## config.mk

```make
export PLATFORM = sky130hd
export DESIGN_NAME = iqbg_cfg
export DESIGN_NICKNAME = d
export VERILOG_FILES = /design/src/rtl/iq_background_ewma_subtract_top_defines.svh /design/src/rtl/iqbg_pkg.sv /design/src/rtl/iqbg_cfg.sv
export SDC_FILE = /design/constraint.sdc
export NUM_CORES = 1
export LEC_CHECK = 0
export ABC_CLOCK_PERIOD_IN_PS = 2200
export BUFFER_PORTS_ARGS = -buffer_cell sky130_fd_sc_hd__clkbuf_2
export CAP_MARGIN = 0
export CORE_MARGIN = 2
export CORE_UTILIZATION = 45
export DETAILED_ROUTE_END_ITERATION = 12
export GPL_ROUTABILITY_DRIVEN = 0
export HOLD_SLACK_MARGIN = 0.1
export PLACE_DENSITY = 0.81
export SLEW_MARGIN = 5
export SYNTH_ARGS = -nofsm -noshare
export SYNTH_HDL_FRONTEND = slang
export SYNTH_SLANG_ARGS = --single-unit
```

## constraint.sdc

```tcl
create_clock -name clk_i -period 2.2 [get_ports clk_i]
set_clock_uncertainty 0.05 [all_clocks]
set_input_delay 0 -clock clk_i [delete_from_list [all_inputs] [get_ports clk_i]]
set_output_delay 0 -clock clk_i [all_outputs]
set_load 0.1 [all_outputs]
```

## src/rtl/iq_background_ewma_subtract_top_defines.svh

```systemverilog
// Assertion macros for the I/Q background subtraction block.
// Included by the top module, which carries the concurrent assertions; needs clk_i and rst_ni in scope.
`ifndef IQ_BACKGROUND_EWMA_SUBTRACT_TOP_DEFINES_SVH
`define IQ_BACKGROUND_EWMA_SUBTRACT_TOP_DEFINES_SVH

`ifndef NO_ASSERTIONS

`define IQBG_ASSERT(lbl, prop, msg) \
  lbl: assert property (@(posedge clk_i) disable iff (!rst_ni) (prop)) else $error(msg);

`define IQBG_ASSERT_NEXT(lbl, ante, cons, msg) \
  lbl: assert property (@(posedge clk_i) disable iff (!rst_ni) (ante) |=> (cons)) \
    else $error(msg);

`else

`define IQBG_ASSERT(lbl, prop, msg)
`define IQBG_ASSERT_NEXT(lbl, ante, cons, msg)

`endif

`endif

```

## src/rtl/iqbg_pkg.sv

```systemverilog
// Shared types and constants for the I/Q background subtraction block.
// No dependencies; used by the configuration, lane and top files of the block.
`timescale 1ns / 1ps

package iqbg_pkg;

  localparam int unsigned BIN_COUNT = 4096;
  localparam int unsigned BIN_W     = $clog2(BIN_COUNT);
  localparam int unsigned FILL_W    = $clog2(BIN_COUNT + 1);

  localparam int unsigned SAMPLE_W  = 16;
  localparam int unsigned BG_W      = 24;
  localparam int unsigned WEIGHT_W  = 16;
  localparam int unsigned CFG_IDX_W = 2;

  // Q15 unity and the matching shift of the running average.
  localparam logic [WEIGHT_W:0] Q15_ONE = 17'd32768;
  localparam int unsigned Q15_SHIFT = 15;

  localparam logic [WEIGHT_W-1:0] ALPHA_RESET = 16'd31744;
  localparam logic [FILL_W-1:0] FILL_MAX = FILL_W'(BIN_COUNT);
  localparam logic [BIN_W-1:0] LAST_BIN = BIN_W'(BIN_COUNT - 1);

  typedef enum logic [CFG_IDX_W-1:0] {
    REG_ALPHA_WEIGHT = 2'd0,
    REG_LEARN_ONLY   = 2'd1,
    REG_BYPASS       = 2'd2
  } cfg_reg_e;

  typedef struct packed {
    logic [WEIGHT_W-1:0] alpha_weight;
    logic                learn_only_mode;
    logic                bypass_mode;
  } cfg_t;

endpackage

```

## src/rtl/iqbg_cfg.sv

```systemverilog
// Configuration register file: weight of the old background and the two mode bits.
// Depends on iqbg_pkg for the register indices and the configuration struct.
`timescale 1ns / 1ps

module iqbg_cfg (
  input  logic                            clk_i,
  input  logic                            rst_ni,
  input  logic                            cfg_valid_i,
  output logic                            cfg_ready_o,
  input  logic [iqbg_pkg::CFG_IDX_W-1:0]  cfg_index_i,
  input  logic [iqbg_pkg::WEIGHT_W-1:0]   cfg_data_i,
  output iqbg_pkg::cfg_t                  cfg_o
);

  iqbg_pkg::cfg_t cfg_q, cfg_d;

  // Writes are always taken; an index beyond the register list is ignored.
  assign cfg_ready_o = 1'b1;

  always_comb begin
    cfg_d = cfg_q;
    if (cfg_valid_i) begin
      unique case (iqbg_pkg::cfg_reg_e'(cfg_index_i))
        iqbg_pkg::REG_ALPHA_WEIGHT: cfg_d.alpha_weight    = cfg_data_i;
        iqbg_pkg::REG_LEARN_ONLY:   cfg_d.learn_only_mode = cfg_data_i[0];
        iqbg_pkg::REG_BYPASS:       cfg_d.bypass_mode     = cfg_data_i[0];
        default:                    cfg_d = cfg_q;
      endcase
    end
  end

  always_ff @(posedge clk_i or negedge rst_ni) begin
    if (!rst_ni) begin
      cfg_q.alpha_weight    <= iqbg_pkg::ALPHA_RESET;
      cfg_q.learn_only_mode <= 1'b0;
      cfg_q.bypass_mode     <= 1'b0;
    end else begin
      cfg_q <= cfg_d;
    end
  end

  assign cfg_o = cfg_q;

endmodule

```

* Word level (Yosys, flattened, before mapping) *
Index checks and enable logic that the tools add are counted.

word-level totals
  register bits = 18
  latch bits = 0
  RAM bits = 0
  memory bits (read-only) = 0
  bits of input ports = 21
  output and inout port bits = 19
  word-level logic and storage cells = 9
  memories = 0

operators by class
  add/sub/neg operators = 0
  multiply operators = 0
  div/mod/pow operators = 0
  $lt $le $gt $ge = 0
  equality and inequality tests = 2
  shifts and indexed selects = 0
  multiplexer cells = 0
  bitwise operators = 0
  reductions and logical operators = 4

operators with widths
  cell                                                 number
  AND reduction 2 bit                                  3
  equality test 2 x 1 -> 1 bit, second input constant  1
  equality test 2 bit, second input constant           1
  logical NOT 2 bit                                    1

* Depth between registers and ports, before layout *
  depth after elaboration = 2
  mapped depth = 3
  gate-level depth less buffers = 2

* Least setup slack after synthesis *
OpenSTA, ideal clock, no wires.

  path type = flip-flop to flip-flop
  start point = register, netlist name cfg_o[0]
  end point = register cfg_q (netlist bit cfg_o[0])
  setup time = 0.126 ns
  arrival time = 1.134 ns
  data required time = 2.024 ns
  slack = 0.890 ns
  stages on the path, launching flop included = 2
  path buffers = 0
  period minus slack after synthesis = 1.310 ns
  cells stage by stage = dfrtp_1 > mux2_2

RTL lines
  what                  line            text
  end signal, assigned  iqbg_cfg.sv:38  cfg_q <= cfg_d;
  end, declared         iqbg_cfg.sv:15  iqbg_pkg::cfg_t cfg_q, cfg_d;

* Worst setup path in the final report *
  start point = input cfg_index_i[1] (netlist name)
  end point = register cfg_q (netlist bit cfg_o[4])

on the way
  longest elaborated chain between the ends = 2

ends and longest elaborated chain
  what                           line            text
  start, declared                iqbg_cfg.sv:10  input logic [iqbg_pkg::CFG_IDX_W-1:0] cfg_index_i,
  logical NOT 2 bit              iqbg_cfg.sv:23  unique case (iqbg_pkg::cfg_reg_e'(cfg_index_i))
  AND reduction 2 bit (no line)  n/a

Every way passes these cells.
A chain may end at the register's enable or synchronous reset.

==> metrics <==
Startpoint Class primary input; final-report hold violation count 0; Setup Buffers After CTS 0; Largest register FFs 18; worst vdd ir 0.646 mV; 1st-pass router iterations 2; CTS tree yes; first-pass GRT wire length approximately 2.5 mm; ant diodes 0; via count 587; arrival time at the worst endpoint 1750 ps; CTS Sinks 18; RSZ-0062 raised after global routing false; GRT Residual Overflow 0; fmax 616 MHz; initial antenna violation count 0; Core ar. ~0.0015 mm²; final setup TNS 0 ps; Tightest Pin Transition 769 ps; status completed; Critical Path RT roughly 2300 ps; fill count 91; Die Y around 44 µm; YS warnings 0; FF+latch count, synth 18; fin crit period between 1500 and 2000 ps; Max FO, Critical Path 16; Avg WL per Cell around 13 µm; Synth Net Count 63; drt total wl between 1.5 and 2 mm; family with the most delay on the worst path buffers and inverters; Layout Nets between 100 and 150; Starting Density 0.478; CP max stage delay 650 ps; Ports 40; Buffers & Inverters on Critical Path 2; Leakage approximately 0.55 nW; Slew HR 0.487; post-synthesis sequential area ratio 0.635; Clock Tree Buf Depth 2; worst min path class primary input to async pin; placement row count 14; Die W around 44 µm; max-cap viol count 0; die area 0.00193 mm²; Tcrit/Tclk final 0.737; worst skew pair latency ~280 ps; DRT iter0 DRCs 6; clock slew seen by the registers of the worst setup and hold paths approximately 100 ps; Root Buffer Master clkbuf_4; worst slack, placed 792 ps; layout cells sized above 1 0.641; Layout area overhead 60.3%; CP Cell Sequence dlygate4sd3_1 > clkbuf_2 > nor3b_4 > mux2_2; kind of critical path primary input to flop; # setup viols final 0; DR DRC count 0; Syn Std Cell Area 719 µm²; CP max stage cell nor3b_4; drt via density 4.93; Post-Synthesis Cells 42; final worst slack around 580 ps; CTS Buf Count 3; PwrDens around 1100 mW/mm²; crit end category flop; synth unique cells 8; H-tree Lvls 1; pin count of the biggest net entering global routing 19; antenna-violating nets left 0; Avg Cell Area, Syn 17.1 µm²; Total Routing Usage GR 0.182; Final Max Tran Viols 0; Detail Placement HPWL ~980 µm; number of global-route vias before repair a little under 600; Port Buffers 38
## area by class of cell
| type | instances | area (µm²) | share of cell area |
|---|---|---|---|
| multi-input cells | 22 | 240 | 0.208 |
| repair buffers | 59 | 400 | 0.347 |
| well taps | 16 | 20.0 | 0.0174 |
| flip-flops and latches | 18 | 457 | 0.396 |
| clock buffers | 4 | 36.3 | 0.0315 |
## power breakdown
part	switching, mW	internal, mW	total (mW)
Clock	0.0972	0.101	0.198
Sequential	0.0316	0.406	0.437
Combinational	0.546	0.126	0.672
Total	0.675	0.633	1.31
## final timing paths
kind,from,endpoint,slack (ps),depth (start not counted)
max,cfg_index_i[1],cfg_o[4]$_DFFE_PN0P_,580,4
min in group clk_i,cfg_index_i[0],cfg_o[13]$_DFFE_PN1P_,170,3
min,rst_ni,cfg_o[7]$_DFFE_PN0P_,130,2
max in group asynchronous,rst_ni,cfg_o[12]$_DFFE_PN1P_,1640,2
max reg2reg,cfg_o[0]$_DFFE_PN0P_,cfg_o[0]$_DFFE_PN0P_,1380,1
min reg2reg,cfg_o[1]$_DFFE_PN0P_,cfg_o[1]$_DFFE_PN0P_,470,1
## through the flow
stage	cell area, µm²	cells	hold slack, ps	util	total power, mW
5_1_grt	1150	119	138	0.766	1.36
4_1_cts	1150	119	128	0.766	1.31
6_report	1150	119	127	0.766	1.31
2_1_floorplan	719	42	-346	-	0.989
3_3_place_gp	907	94	-101	0.602	1.08
3_5_place_dp	907	94	-94.3	0.602	1.09
## metal layers
layer  up-vias  wire, µm  GRT usage
li1        271         -          -
met1       294       589      0.197
met2        18       850      0.324
met3         4        67     0.0333
met4         0        37      0.109
met5         -         0          0
## Yosys cell counts (all sizes together)
| cell type | n | share of area |
|---|---|---|
| mux2 | 18 | 0.28 |
| dfstp | 5 | 0.18 |
| dfrtp | 13 | 0.45 |
| conb | 1 | 0.0052 |
| buf | 2 | 0.031 |
| nor3b | 1 | 0.026 |
| nand3b | 2 | 0.021 |
## cell families after synthesis
group	after synthesis	share of synthesized area
multiplexers	18	0.282
flip-flops	18	0.635
AND/OR/NAND/NOR	3	0.0470
buffers and inverters	2	0.0313
other	1	0.00521
## layout by cell type, fill, tap and decap left out
| cell | n |
|---|---|
| dfstp_2 | 5 |
| clkbuf_4 | 3 |
| dfrtp_1 | 13 |
| conb_1 | 1 |
| mux2_2 | 18 |
| dlygate4sd3_1 | 21 |
| nand3b_1 | 2 |
| clkbuf_2 | 38 |
| nor3b_4 | 1 |
| clkbuf_8 | 1 |
## what timing repair did
item                                   4_1_cts  5_1_grt
endpoints found under the hold margin       36        0
gates resized for setup                      0        0
hold buffers                                21        0
No activity file was read; power rests on OpenSTA's default activity.
