--- src/rtl/iq_background_ewma_subtract_top_defines.svh ---
// Assertion macros for the I/Q background subtraction block.
// Included by the top module, which carries the concurrent assertions; needs clk_i and rst_ni in scope.
`ifndef IQ_BACKGROUND_EWMA_SUBTRACT_TOP_DEFINES_SVH
`define IQ_BACKGROUND_EWMA_SUBTRACT_TOP_DEFINES_SVH

`ifndef NO_ASSERTIONS

`define IQBG_ASSERT(lbl, prop, msg) \
  lbl: assert property (@(posedge clk_i) disable iff (!rst_ni) (prop)) else $error(msg);

`define IQBG_ASSERT_NEXT(lbl, ante, cons, msg) \
  lbl: assert property (@(posedge clk_i) disable iff (!rst_ni) (ante) |=> (cons)) \
    else $error(msg);

`else

`define IQBG_ASSERT(lbl, prop, msg)
`define IQBG_ASSERT_NEXT(lbl, ante, cons, msg)

`endif

`endif

--- src/rtl/iqbg_pkg.sv ---
// Shared types and constants for the I/Q background subtraction block.
// No dependencies; used by the configuration, lane and top files of the block.
`timescale 1ns / 1ps

package iqbg_pkg;

  localparam int unsigned BIN_COUNT = 4096;
  localparam int unsigned BIN_W     = $clog2(BIN_COUNT);
  localparam int unsigned FILL_W    = $clog2(BIN_COUNT + 1);

  localparam int unsigned SAMPLE_W  = 16;
  localparam int unsigned BG_W      = 24;
  localparam int unsigned WEIGHT_W  = 16;
  localparam int unsigned CFG_IDX_W = 2;

  // Q15 unity and the matching shift of the running average.
  localparam logic [WEIGHT_W:0] Q15_ONE = 17'd32768;
  localparam int unsigned Q15_SHIFT = 15;

  localparam logic [WEIGHT_W-1:0] ALPHA_RESET = 16'd31744;
  localparam logic [FILL_W-1:0] FILL_MAX = FILL_W'(BIN_COUNT);
  localparam logic [BIN_W-1:0] LAST_BIN = BIN_W'(BIN_COUNT - 1);

  typedef enum logic [CFG_IDX_W-1:0] {
    REG_ALPHA_WEIGHT = 2'd0,
    REG_LEARN_ONLY   = 2'd1,
    REG_BYPASS       = 2'd2
  } cfg_reg_e;

  typedef struct packed {
    logic [WEIGHT_W-1:0] alpha_weight;
    logic                learn_only_mode;
    logic                bypass_mode;
  } cfg_t;

endpackage

--- src/rtl/iqbg_lane.sv ---
// One channel (I or Q) of the datapath: running-average update and background removal.
// Depends on iqbg_pkg for widths, the Q15 constants and the configuration struct.
`timescale 1ns / 1ps

module iqbg_lane (
  input  logic signed [iqbg_pkg::SAMPLE_W-1:0] sample_i,
  input  logic signed [iqbg_pkg::BG_W-1:0]     old_bg_i,
  input  iqbg_pkg::cfg_t                       cfg_i,
  output logic signed [iqbg_pkg::BG_W-1:0]     new_bg_o,
  output logic signed [iqbg_pkg::SAMPLE_W-1:0] result_o
);

  logic [iqbg_pkg::WEIGHT_W-1:0] w_new;
  logic signed [40:0]            p_old;
  logic signed [32:0]            p_smp;
  logic signed [41:0]            sum;
  logic signed [24:0]            diff;
  logic signed [15:0]            diff_sat;

  // The weight of the sample wraps to 16 bits when alpha exceeds unity.
  assign w_new = iqbg_pkg::WEIGHT_W'(iqbg_pkg::Q15_ONE - {1'b0, cfg_i.alpha_weight});

  assign p_old = $signed({1'b0, cfg_i.alpha_weight}) * old_bg_i;
  assign p_smp = $signed({1'b0, w_new}) * sample_i;
  assign sum   = {p_old[40], p_old} + {{9{p_smp[32]}}, p_smp};

  // Arithmetic shift by 15 and keep the low 24 bits of the result.
  assign new_bg_o = sum[iqbg_pkg::Q15_SHIFT + iqbg_pkg::BG_W - 1:iqbg_pkg::Q15_SHIFT];

  assign diff = {{9{sample_i[15]}}, sample_i} - {old_bg_i[23], old_bg_i};

  always_comb begin
    if (diff[24:15] == '0 || diff[24:15] == '1) begin
      diff_sat = diff[15:0];
    end else if (diff[24]) begin
      diff_sat = 16'sh8000;
    end else begin
      diff_sat = 16'sh7FFF;
    end
  end

  always_comb begin
    priority if (cfg_i.bypass_mode) begin
      result_o = sample_i;
    end else if (cfg_i.learn_only_mode) begin
      result_o = '0;
    end else begin
      result_o = diff_sat;
    end
  end

endmodule

--- config.mk ---
export PLATFORM = sky130hd
export DESIGN_NAME = iqbg_lane
export DESIGN_NICKNAME = d
export VERILOG_FILES = /design/src/rtl/iq_background_ewma_subtract_top_defines.svh /design/src/rtl/iqbg_pkg.sv /design/src/rtl/iqbg_lane.sv
export SDC_FILE = /design/constraint.sdc
export NUM_CORES = 2
export LEC_CHECK = 0
export BUFFER_PORTS_ARGS = -buffer_cell sky130_fd_sc_hd__buf_2
export CAP_MARGIN = 10
export CELL_PAD_IN_SITES_DETAIL_PLACEMENT = 1
export CELL_PAD_IN_SITES_GLOBAL_PLACEMENT = 2
export CORE_MARGIN = 5
export CORE_UTILIZATION = 35
export DETAILED_ROUTE_END_ITERATION = 12
export PLACE_DENSITY = 0.71
export SYNTH_ARGS = -nofsm -noshare
export SYNTH_HDL_FRONTEND = slang
export SYNTH_SLANG_ARGS = --single-unit
export TNS_END_PERCENT = 50
--- constraint.sdc ---
create_clock -name vclk -period 16.6
set_input_delay 0.83 -clock vclk [all_inputs]
set_output_delay 0.83 -clock vclk [all_outputs]
set_load 0.03 [all_outputs]
# Word level (Yosys, flattened, before mapping)
# Index checks and enable logic that the tools add are counted.
# word_totals
reg_bits	0
input_bits	58
out_inout_bits	40
word_cells	12
# op_classes
addsub	3
multipliers	2
eq_ne	1
muxes	4
n_reduce_logical	2
# op_table
cell	n
16-bit 2-to-1 mux	4
39-bit by 33-bit adder with 39-bit output	1
17-bit by 24-bit multiplier with 39-bit output	1
17-bit by 16-bit multiplier with 33-bit output	1
16-bit by 24-bit subtractor with 25-bit output	1
16-bit subtractor, first input constant	1
10-bit == test, second input constant	1
10-bit zero test	1
1-bit logical OR	1

# Logic depth before layout (Yosys ltp)
# logic_depth
word_depth	6
ltp_mapped	36

# Least setup slack after synthesis
# OpenSTA, ideal clock, no wires.
# synth_timing
path_kind	input to output
from	input port cfg_i[2] in the netlist's numbering
to	output port new_bg_o[20] in the netlist's numbering
t_arrival_ps	9017
required_time_ps	15770
slack_ps	6753
stages	32
path_buffers	3
path_cell_list	clkbuf_1 inv_1 clkbuf_1 ha_1 nand2b_1 nor2b_1 and2_1 xnor2_1 clkbuf_1 nand2_1 fa_1 fa_1 fa_1 fa_1 inv_1 fa_1 inv_1 fa_1 fa_1 inv_1 fa_1 ha_1 a21oi_1 o21a_1 o21ai_0 o21bai_1 a22o_1 a41oi_1 o21a_1 o21ai_1 or4_1 nand3_1
# synth_via
elab_chain_len	3
elab_cells_between_ends	4
cone_classes	add/sub: 2; mul: 2
# synth_lines
element	line	rtl
from (decl)	iqbg_lane.sv:8	input iqbg_pkg::cfg_t cfg_i,
16-bit subtractor	iqbg_lane.sv:21	assign w_new = iqbg_pkg::WEIGHT_W'(iqbg_pkg::Q15_ONE - {1'b0, cfg_i.alpha_weight});
17-bit by 16-bit multiplier with 33-bit output	iqbg_lane.sv:24	assign p_smp = $signed({1'b0, w_new}) * sample_i;
39-bit by 33-bit adder with 39-bit output *	iqbg_lane.sv:25	assign sum = {p_old[40], p_old} + {{9{p_smp[32]}}, p_smp};
to (decl)	iqbg_lane.sv:9	output logic signed [iqbg_pkg::BG_W-1:0] new_bg_o,
# Every way passes the cells marked *; elsewhere a longest branch is shown, timed or not.

# Worst setup path after layout
# Same ends and word-level chain as after synthesis.

==> flow_summary.ini <==
[run_status]
status = finished clean

[timing]
finalCriticalPeriod_ps = 11530
slew_headroom_pct = 30.4
setup_ws_ps = 5070
rsz0062_at_grt = false
fin_setup_tns_ps = 0
fmax_mhz = 86.7
finalHoldViolations = 0
timing.final.crit_share_pct = 69.5
setup_viol = 0
tightest_slew_ps = 1040
slew_viol_final = 0

[layout]
clockBufferCount = 0
layout_common_cells = inv_1 (759), fa_1 (613), nand2_1 (382), ha_1 (233), and2_1 (227)
mostFrequentLayoutCell = inv_1
n_sequential_cell = 0
nFillCells = 7924
regArea_um2 = 0
drive_gt1_share_pct = 5.01
multi_input_area_um2 = 20600
diodes = 0
fin_nets = 3621
area_growth_pct = 5.60

[min_path]
min_path_cells = 4
hp-start = cfg_i[1]
hold_end = result_o[15]
hold_class = input port to primary output

[cts]
post-cts-setup-buffer-count = 0
post_cts_resize_count = 0
postCtsHoldBufs = 0

[die]
initial_core_util_pct = 35.4
ios = 98
die_area_um2 = 73400
core_um2 = 67400
die_w_um = 271
dieHeight_um = 271
rows = 95

[yosys]
synthCells = 2709
yosys_warnings = 0
synth_nets = 3613
synth_area_per_cell_um2 = 8.80
synth_cell_types = 56
synthesis.area_um2 = 23800
seq_area_frac_synth_pct = 0

[setup_path]
crit_family = adder cells
worstPathRequired_ps = 15770
cp-start-kind = input port
path_max_fanout = 23
crit_top_cell = fa_1
worstSetupEndpointType = primary output
arrival_ps = 10700
crit_type = input port to primary output
path_buf_inv = 8
cpMaxStageDelayCell = inv_1
max_stage_delay_ps = 680

[global_routing]
grt_first_pass_wirelength_mm = 116
grt_pass1_vias = 20802
grtUsageTotal_pct = 19.9
overflow = 0
antenna_found_initial = 2
grt_max_degree = 35

[drt]
vias = 17212
ant_nets = 0
drtIter0Drc = 554
dr.pass1.iters = 4
wl_mm = 71.3
viasPerCell = 4.80
drc = 0
routedWlPerCell_um = 19.9

[placement]
place_congestion = 0.813
hpwl_mm = 62.0
dp_slack_ps = 4970
port_buffers = 98

[flow_run]
maxCapViolCount = 0
logic make-up after synthesis:
kind of cell	Yosys count	synth area share [%]
AO/OA/AOI/OAI	137	4.11
XOR/XNOR	73	2.71
adder cells (fa/ha/maj)	846	63.7
buffers and inverters	870	13.8
multiplexers	1	0.0420
AND/OR/NAND/NOR	782	15.7
per-stage QoR:
step | area (µm²) | std cells | hold slack [ps] | utilization (%)
floorplan | 23800 | 2709 | 1960 | -
global placement | 25200 | 3588 | 2150 | 37.3
detailed placement | 25200 | 3588 | 2150 | 37.3
CTS | 25200 | 3588 | 2150 | 37.3
global route | 25200 | 3588 | 2180 | 37.3
finish | 25200 | 3588 | 2150 | 37.3
cell usage after synthesis, drive strengths merged, types with 4 or more instances:
| cell type | instances | area, µm² |
|---|---|---|
| inv | 759 | 2850 |
| fa | 613 | 12300 |
| nand2 | 382 | 1430 |
| ha | 233 | 2920 |
| and2 | 227 | 1420 |
| clkbuf | 100 | 377 |
| nor2 | 80 | 300 |
| xnor2 | 52 | 455 |
| a21oi | 34 | 181 |
| nor2b | 32 | 200 |
| o21ai | 29 | 145 |
| xor2 | 21 | 191 |
| a221o | 15 | 150 |
| a21o | 14 | 105 |
| buf | 11 | 51.3 |
| nand2b | 11 | 68.8 |
| nor3 | 11 | 60.1 |
| nand3 | 10 | 50.1 |
| o21a | 9 | 67.6 |
| a211oi | 8 | 80.1 |
| nand4 | 8 | 50.1 |
| nor4 | 7 | 43.8 |
| o21bai | 6 | 45.0 |
| and3 | 4 | 25.0 |
| o211ai | 4 | 30.0 |
final cells by class:
class                      count  share of cell area, %
inverter                     759                   11.3
multi-input combinational   1839                   81.8
timing repair buffer         117                   2.52
tap                          873                   4.34
how the worst max path moves through the flow:
stage / endpoint / cells after the start / slack [ps] / startpoint
CTS: new_bg_o[20] / 34 / 4930 / cfg_i[2]
floorplan: new_bg_o[20] / 32 / 6750 / cfg_i[2]
detailed placement: new_bg_o[20] / 34 / 4970 / cfg_i[2]
global placement: new_bg_o[20] / 34 / 5070 / cfg_i[2]
finish: new_bg_o[20] / 34 / 5070 / cfg_i[2]
global route: new_bg_o[20] / 34 / 4500 / cfg_i[2]
tightest hold or removal path, stage by stage:
cell and delay (ps):
buf_2 100, nor2_1 50, a22o_1 160, buf_2 170
layer usage:
metal	vias up	part of all wire [%]	GRT usage, %
met5	-	0	0
met4	0	2.5	3.79
met3	59	2.0	1.13
met2	169	53	37.8
met1	9192	43	24.9
li1	7792	-	-
Power is not shown: default switching activity piles up to over one toggle a cycle in this logic, so the estimate is an artifact.
